[config.mk]
export PLATFORM = sky130hd
export DESIGN_NAME = single_wire_sensor_frame_receiver
export DESIGN_NICKNAME = d
export VERILOG_FILES = /design/src/sv/swsfr_pkg.sv /design/src/sv/swsfr_core.sv /design/src/sv/single_wire_sensor_frame_receiver.sv
export SDC_FILE = /design/constraint.sdc
export NUM_CORES = 1
export LEC_CHECK = 0
export BUFFER_PORTS_ARGS = -buffer_cell sky130_fd_sc_hd__buf_2
export CORE_ASPECT_RATIO = 0.8
export CORE_MARGIN = 2
export CORE_UTILIZATION = 30
export CTS_BUF_LIST = sky130_fd_sc_hd__clkbuf_8
export DETAILED_ROUTE_END_ITERATION = 7
export PLACE_DENSITY = 0.49
export REMOVE_ABC_BUFFERS = 1
export SLEW_MARGIN = 5
export SYNTH_ARGS = -nofsm -noshare
export SYNTH_HDL_FRONTEND = slang
export SYNTH_HIERARCHICAL = 1
export SYNTH_SLANG_ARGS = --single-unit
[constraint.sdc]
create_clock -name clk_i -period 6.5 [get_ports clk_i]
set_clock_uncertainty 0.2 [all_clocks]
set_input_delay 0.65 -clock clk_i [delete_from_list [all_inputs] [get_ports clk_i]]
set_output_delay 0.65 -clock clk_i [all_outputs]
set_load 0.05 [all_outputs]
[src/sv/swsfr_pkg.sv]
// Package for the single-wire sensor frame receiver.
// Holds beat payload types, status codes and frame constants; no dependencies.
package swsfr_pkg;

  // Frame geometry
  localparam int unsigned FrameLen      = 40;
  localparam int unsigned CountWidth    = 6;
  localparam int unsigned ElapsedWidth  = 16;
  localparam int unsigned DefTimeWidth  = 16;

  // Register reset value and register index
  localparam logic [7:0] ThresholdReset = 8'd30;
  localparam logic       RegThreshold   = 1'b0;

  // Input operation codes
  localparam logic OpArm  = 1'b0;
  localparam logic OpEdge = 1'b1;

  // Result status codes
  localparam logic [1:0] StBusy    = 2'd0;
  localparam logic [1:0] StValid   = 2'd1;
  localparam logic [1:0] StChkFail = 2'd2;
  localparam logic [1:0] StBadSync = 2'd3;

  typedef struct packed {
    logic                    operation;
    logic                    level;
    logic [ElapsedWidth-1:0] elapsed_us;
  } in_t;

  typedef struct packed {
    logic [1:0]            status;
    logic [7:0]            humidity_whole;
    logic [7:0]            humidity_fraction;
    logic [7:0]            temperature_whole;
    logic [7:0]            temperature_fraction;
    logic [7:0]            check_byte;
    logic [CountWidth-1:0] bits_received;
  } out_t;

endpackage

[src/sv/swsfr_core.sv]
// Receiver state machine and bit decoder for the single-wire sensor frame.
// Depends on swsfr_pkg; updates state and forms the result of one beat when fired.
module swsfr_core import swsfr_pkg::*; #(
  parameter int unsigned TIME_WIDTH = DefTimeWidth
) (
  input  logic       clk_i,
  input  logic       rst_ni,
  input  logic       fire_i,
  input  in_t        item_i,
  input  logic [7:0] threshold_i,
  output out_t       result_o
);

  typedef enum logic [2:0] {
    PhIdle,
    PhWaitLow,
    PhWaitHigh,
    PhReceive
  } phase_e;

  // Only the low TIME_WIDTH bits (at most ElapsedWidth) of the elapsed time count
  localparam int unsigned UsedWidth = (TIME_WIDTH < ElapsedWidth) ? TIME_WIDTH : ElapsedWidth;
  localparam logic [ElapsedWidth-1:0] TimeMask =
    ElapsedWidth'((33'd1 << UsedWidth) - 33'd1);
  localparam logic [CountWidth-1:0] LastBit  = CountWidth'(FrameLen - 1);
  localparam logic [CountWidth-1:0] FullCnt  = CountWidth'(FrameLen);

  phase_e                phase_q, phase_d;
  logic                  first_fall_q, first_fall_d;
  logic [CountWidth-1:0] bit_count_q, bit_count_d;
  logic [FrameLen-1:0]   frame_q, frame_d;
  logic [1:0]            status;

  logic [ElapsedWidth-1:0] elapsed;
  logic                    bit_one;
  logic [CountWidth-1:0]   bit_idx;
  logic [7:0]              sum;

  assign elapsed = item_i.elapsed_us & TimeMask;
  assign bit_one = elapsed >= {{(ElapsedWidth-8){1'b0}}, threshold_i};
  assign bit_idx = LastBit - bit_count_q;
  // The last bit lands in the check byte, so the four data bytes are already final
  assign sum     = frame_q[39:32] + frame_q[31:24] + frame_q[23:16] + frame_q[15:8];

  // Decode one beat
  always_comb begin
    phase_d      = phase_q;
    first_fall_d = first_fall_q;
    bit_count_d  = bit_count_q;
    frame_d      = frame_q;
    status       = StBusy;
    if (item_i.operation == OpArm) begin
      phase_d      = PhWaitLow;
      first_fall_d = 1'b0;
      bit_count_d  = '0;
      frame_d      = '0;
    end else begin
      case (phase_q)
        PhWaitLow: begin
          if (item_i.level) begin
            status  = StBadSync;
            phase_d = PhIdle;
          end else begin
            phase_d = PhWaitHigh;
          end
        end
        PhWaitHigh: begin
          if (!item_i.level) begin
            status  = StBadSync;
            phase_d = PhIdle;
          end else begin
            phase_d = PhReceive;
          end
        end
        PhReceive: begin
          if (!item_i.level) begin
            if (!first_fall_q) begin
              first_fall_d = 1'b1;
            end else if (bit_count_q < FullCnt) begin
              if (bit_one) begin
                frame_d[bit_idx] = 1'b1;
              end
              bit_count_d = bit_count_q + CountWidth'(1);
              // Check the frame on its last bit
              if (bit_count_d >= FullCnt) begin
                status  = (frame_d[7:0] != 8'd0 && frame_d[7:0] == sum) ? StValid : StChkFail;
                phase_d = PhIdle;
              end
            end
          end
        end
        default: ;
      endcase
    end
  end

  // Result fields show the state after the beat
  always_comb begin
    result_o.status               = status;
    result_o.humidity_whole       = frame_d[39:32];
    result_o.humidity_fraction    = frame_d[31:24];
    result_o.temperature_whole    = frame_d[23:16];
    result_o.temperature_fraction = frame_d[15:8];
    result_o.check_byte           = frame_d[7:0];
    result_o.bits_received        = bit_count_d;
  end

  // Hold receiver state; advance on each fired beat
  always_ff @(posedge clk_i or negedge rst_ni) begin
    if (!rst_ni) begin
      phase_q      <= PhIdle;
      first_fall_q <= 1'b0;
      bit_count_q  <= '0;
      frame_q      <= '0;
    end else if (fire_i) begin
      phase_q      <= phase_d;
      first_fall_q <= first_fall_d;
      bit_count_q  <= bit_count_d;
      frame_q      <= frame_d;
    end
  end

endmodule

[src/sv/single_wire_sensor_frame_receiver.sv]
// Single-wire sensor frame receiver: each input beat yields one result beat.
// Throughput one beat per cycle unless the output stalls: input register, one decode step, result register.
// Reset clears the receiver to idle with an empty frame and threshold 30 us;
// no clearing pass is needed, beats are taken from the first cycle after reset.
// Depends on swsfr_pkg and swsfr_core.
module single_wire_sensor_frame_receiver import swsfr_pkg::*; #(
  parameter int unsigned TIME_WIDTH = DefTimeWidth
) (
  input  logic        clk_i,
  input  logic        rst_ni,
  input  logic        in_valid_i,
  output logic        in_stall_o,
  input  in_t         in_data_i,
  output logic        out_valid_o,
  input  logic        out_stall_i,
  output out_t        out_data_o,
  input  logic        psel,
  input  logic        penable,
  input  logic        pwrite,
  input  logic [2:0]  paddr,
  input  logic [31:0] pwdata,
  output logic [31:0] prdata,
  output logic        pready
);

  logic [7:0] threshold_q;
  logic       in_full_q;
  in_t        in_q;
  logic       out_valid_q;
  out_t       out_q;
  out_t       result;
  logic       out_free, advance, in_take;

  // Configuration register
  assign pready = 1'b1;
  assign prdata = (paddr[2] == RegThreshold) ? {24'd0, threshold_q} : 32'd0;

  always_ff @(posedge clk_i or negedge rst_ni) begin
    if (!rst_ni) begin
      threshold_q <= ThresholdReset;
    end else if (psel && penable && pwrite && pready && paddr[2] == RegThreshold) begin
      threshold_q <= pwdata[7:0];
    end
  end

  // Beat flow control
  assign out_free   = !out_valid_q || !out_stall_i;
  assign advance    = in_full_q && out_free;
  assign in_stall_o = in_full_q && !out_free;
  assign in_take    = in_valid_i && !in_stall_o;

  always_ff @(posedge clk_i or negedge rst_ni) begin
    if (!rst_ni) begin
      in_full_q   <= 1'b0;
      out_valid_q <= 1'b0;
    end else begin
      if (in_take) begin
        in_full_q <= 1'b1;
      end else if (advance) begin
        in_full_q <= 1'b0;
      end
      if (advance) begin
        out_valid_q <= 1'b1;
      end else if (!out_stall_i) begin
        out_valid_q <= 1'b0;
      end
    end
  end

  // Capture input and result payloads
  always_ff @(posedge clk_i) begin
    if (in_take) begin
      in_q <= in_data_i;
    end
    if (advance) begin
      out_q <= result;
    end
  end

  swsfr_core #(
    .TIME_WIDTH(TIME_WIDTH)
  ) u_core (
    .clk_i      (clk_i),
    .rst_ni     (rst_ni),
    .fire_i     (advance),
    .item_i     (in_q),
    .threshold_i(threshold_q),
    .result_o   (result)
  );

  assign out_valid_o = out_valid_q;
  assign out_data_o  = out_q;

  // Count never runs past a full frame
  a_count_range: assert property (@(posedge clk_i) disable iff (!rst_ni)
    out_valid_o |-> out_data_o.bits_received <= 6'(FrameLen))
    else $error("bits_received beyond frame length");

  // A checked frame always carries every bit
  a_check_full: assert property (@(posedge clk_i) disable iff (!rst_ni)
    out_valid_o && (out_data_o.status == StValid || out_data_o.status == StChkFail)
    |-> out_data_o.bits_received == 6'(FrameLen))
    else $error("checksum status on a partial frame");

  // Bad sync happens only before any bit is decoded
  a_sync_empty: assert property (@(posedge clk_i) disable iff (!rst_ni)
    out_valid_o && out_data_o.status == StBadSync |-> out_data_o.bits_received == '0)
    else $error("bad sync with decoded bits");

  // An accepted beat lands in the input register
  a_take_lands: assert property (@(posedge clk_i) disable iff (!rst_ni)
    in_take |=> in_full_q)
    else $error("accepted beat lost");

endmodule
==> flow_summary.yaml <==
timing:
  worst_slew_pin_slew_ns: 0.9006
  finalCritPeriodShare: 0.6343
  finalHoldViolations: 0
  hold_ws_ns: 0.1713
  final.min_clock_period_ns: 4.123
  finalMaxSlewViolations: 0
  setup_viol: 0
  rsz0062_at_grt: "no"
  fmax_ghz: 0.2425
  max_slew_margin: 0.3996
routing:
  drcViolationCount: 0
  dr.pass1.iters: 5
  antenna_left: 0
  drt-total-wl_microns: 14740
  drt_iter0_markers: 353
  wl_per_cell_microns: 15.36
  avgViaCountPerCell: 4.694
  num_vias: 4506
placed_design:
  portBuffers: 91
  dp.cells: 928
  globalplace.congestion: 0.7627
  postPlaceCellArea_sq_um: 7226
  dp.final_hpwl_microns: 10280
cts:
  cts-resized-gates: 0
  clkSlewWorstSetupHoldPaths_ns: 0.08
  cts_inserted_buffers: 17
  clock_latency_ns: 0.44
  post_cts_buffers: 0
  tritoncts: "yes"
  cts_root_buf: "clkbuf_8"
  cts_hold_buf: 0
  clockBufferDepth: 2
  clkSinkCount: 125
  htree_levels: 4
synthesis:
  synth_area_leader_cell: "edfxtp_1"
  post_synth_inst_count: 593
  avgSynthCellArea_sq_um: 11.16
  synth-edff-count: 66
  synthArstFlopShare: 0.4720
  synth_top_area_share: 0.2995
  yosys_warnings: 6
  synth_seq_cells: 125
  seq_area_frac_synth: 0.5234
  synth_area_sq_um: 6618
  ys_types: 59
  synth_ff_type: "edfxtp_1"
  synth.area.top_cells: "edfxtp_1 (30%), dfrtp_1 (21%), a21oi_1 (5.4%)"
die:
  dieArea_sq_um: 23270
  start_util: 0.3061
  chipHeight_microns: 136.8
  rows: 48
  design.core.area_sq_um: 21620
  io_pins: 143
  die_x_microns: 170.1
final_layout:
  nets: 769
  design_area_sq_um: 7706
  syn2layout_area_growth_pct: 16.45
  diodes: 0
  finalNonFillerCells: 960
  layout_common_cells: "buf_2 (91), a21oi_1 (71), edfxtp_1 (66)"
  drive_gt1_frac: 0.2482
  final_common_cell: "buf_2"
grt:
  grt_util_all_layers: 0.1325
  grt_max_degree: 73
  grt-ovfl-total: 0
  grt_pass1_wl_microns: 23670
  antenna_found_initial: 0
  first_global_vias: 4498
critical_path:
  cp-end-kind: "flop"
  cp.required_ns: 6.50
  crit_path_max_fanout: 3
  path_class: "reg2reg"
  cp.arrival_ns: 4.12
  startpoint_type: "flop"
power:
  p_switching_w: 0.0006007
  total_power_w: 0.002058
  p_int_w: 0.001457
  ir_worst_vdd_v: 0.0001247
  p_clk_frac: 0.395
  seqPwrFrac: 0.446
  power_frac_comb: 0.159
  p_sw_frac: 0.2919
  power_density_nw_per_um2: 267.0
  p_leak_nw: 3.390
outcome:
  status: "complete, no violations"
run:
  drv_cap: 0
worst_hold_path:
  min_path_type: "in2async"
-- routing by layer --
metal	vias to the layer above	global-route usage	wire [microns]
met4	0	0.04653	189
li1	2179	-	-
met2	137	0.2082	6767
met1	2180	0.1788	6955
met5	-	0	0
met3	10	0.03297	830
-- synth_stat cells (all sizes together) (4+ instances only) --
| master | number |
|---|---|
| nor2b | 45 |
| clkbuf | 25 |
| nor4 | 5 |
| o21a | 6 |
| o21ai | 12 |
| inv | 32 |
| a41oi | 4 |
| a31oi | 4 |
| and2 | 13 |
| and2b | 8 |
| nor3 | 6 |
| nor2 | 45 |
| dfrtp | 55 |
| mux2 | 21 |
| dfstp | 4 |
| nand2 | 24 |
| ha | 23 |
| a21oi | 71 |
| xnor2 | 11 |
| nand3 | 9 |
| edfxtp | 66 |
| buf | 32 |
| a21boi | 5 |
| fa | 14 |
| and3 | 12 |
-- metrics by stage --
stage / setup WS [ns] / utilization / TNS [ns]
final: 2.377 / 0.3564 / 0
after global routing: 2.150 / 0.3564 / 0
after CTS: 2.370 / 0.3562 / 0
after floorplan: -0.8234 / - / -28.32
after global placement: 2.391 / 0.3342 / 0
after detailed placement: 2.422 / 0.3342 / 0
-- registers in the layout, summed over array words and instances, names as in the netlist --
signal	cells
threshold_q	8
in_full_q	1
in_q	18
u_core/bit_count_q	6
u_core/frame_q	40
u_core/first_fall_q	1
out_data_o	48
u_core/phase_q	2
out_valid_o	1
-- final timing paths --
| kind | from | endpoint | slack, ns | depth (start not counted) |
|---|---|---|---|---|
| max in group asynchronous | rst_ni | u_core/frame_q[38] | 5.40 | 2 |
| worst max register to register | u_core/frame_q[9] | out_data_o[47] | 2.38 | 14 |
| min in group clk_i | in_data_i[9] | in_q[9] | 0.17 | 1 |
| worst min-delay path | rst_ni | threshold_q[6] | 0.17 | 2 |
| worst max-delay path | u_core/frame_q[9] | out_data_o[47] | 2.38 | 14 |
| worst min register to register | in_full_q | out_valid_o | 0.29 | 1 |
-- layout make-up --
cell class              count  area (sq um)
well taps                 275         344.1
fillers                  2142         13910
clock inverters            14         227.7
clock buffers              18         247.7
repair buffers             94         478.0
multi-input cells         402          2825
flip-flops and latches    125          3463
inverters                  32         120.1
-- worst max-delay path, cell delays in order, from the launching register on --
cell and delay (ns):
dfrtp_1 0.42, fa_1 0.55, inv_1 0.06, fa_1 0.45, inv_1 0.07, ha_1 0.16
inv_1 0.05, fa_1 0.38, nand2b_1 0.16, a21oi_1 0.22, xnor2_1 0.21, nor2_1 0.10
or4_4 0.53, a211oi_1 0.22, a21boi_1 0.09
-- cell families after synthesis --
family / after synthesis / synth area share
compound gates: 123 / 0.1140
xor+xnor: 14 / 0.01966
buf+inv: 89 / 0.06561
simple gates: 180 / 0.1516
flops: 125 / 0.5234
mux: 23 / 0.03876
fa+ha+maj: 37 / 0.08584
other cells: 2 / 0.001135
-- power by group through the flow --
| stage | logic, W | registers, W | clock network, W |
|---|---|---|---|
| after detailed placement | 0.000331 | 0.000934 | 0 |
| final | 0.000328 | 0.000917 | 0.000813 |
| after global placement | 0.000323 | 0.000932 | 0 |
| after global routing | 0.000357 | 0.000923 | 0.000876 |
| after floorplan | 0.000174 | 0.00101 | 0 |
| after CTS | 0.000332 | 0.000918 | 0.000839 |
No activity file was read; power rests on OpenSTA's default activity.
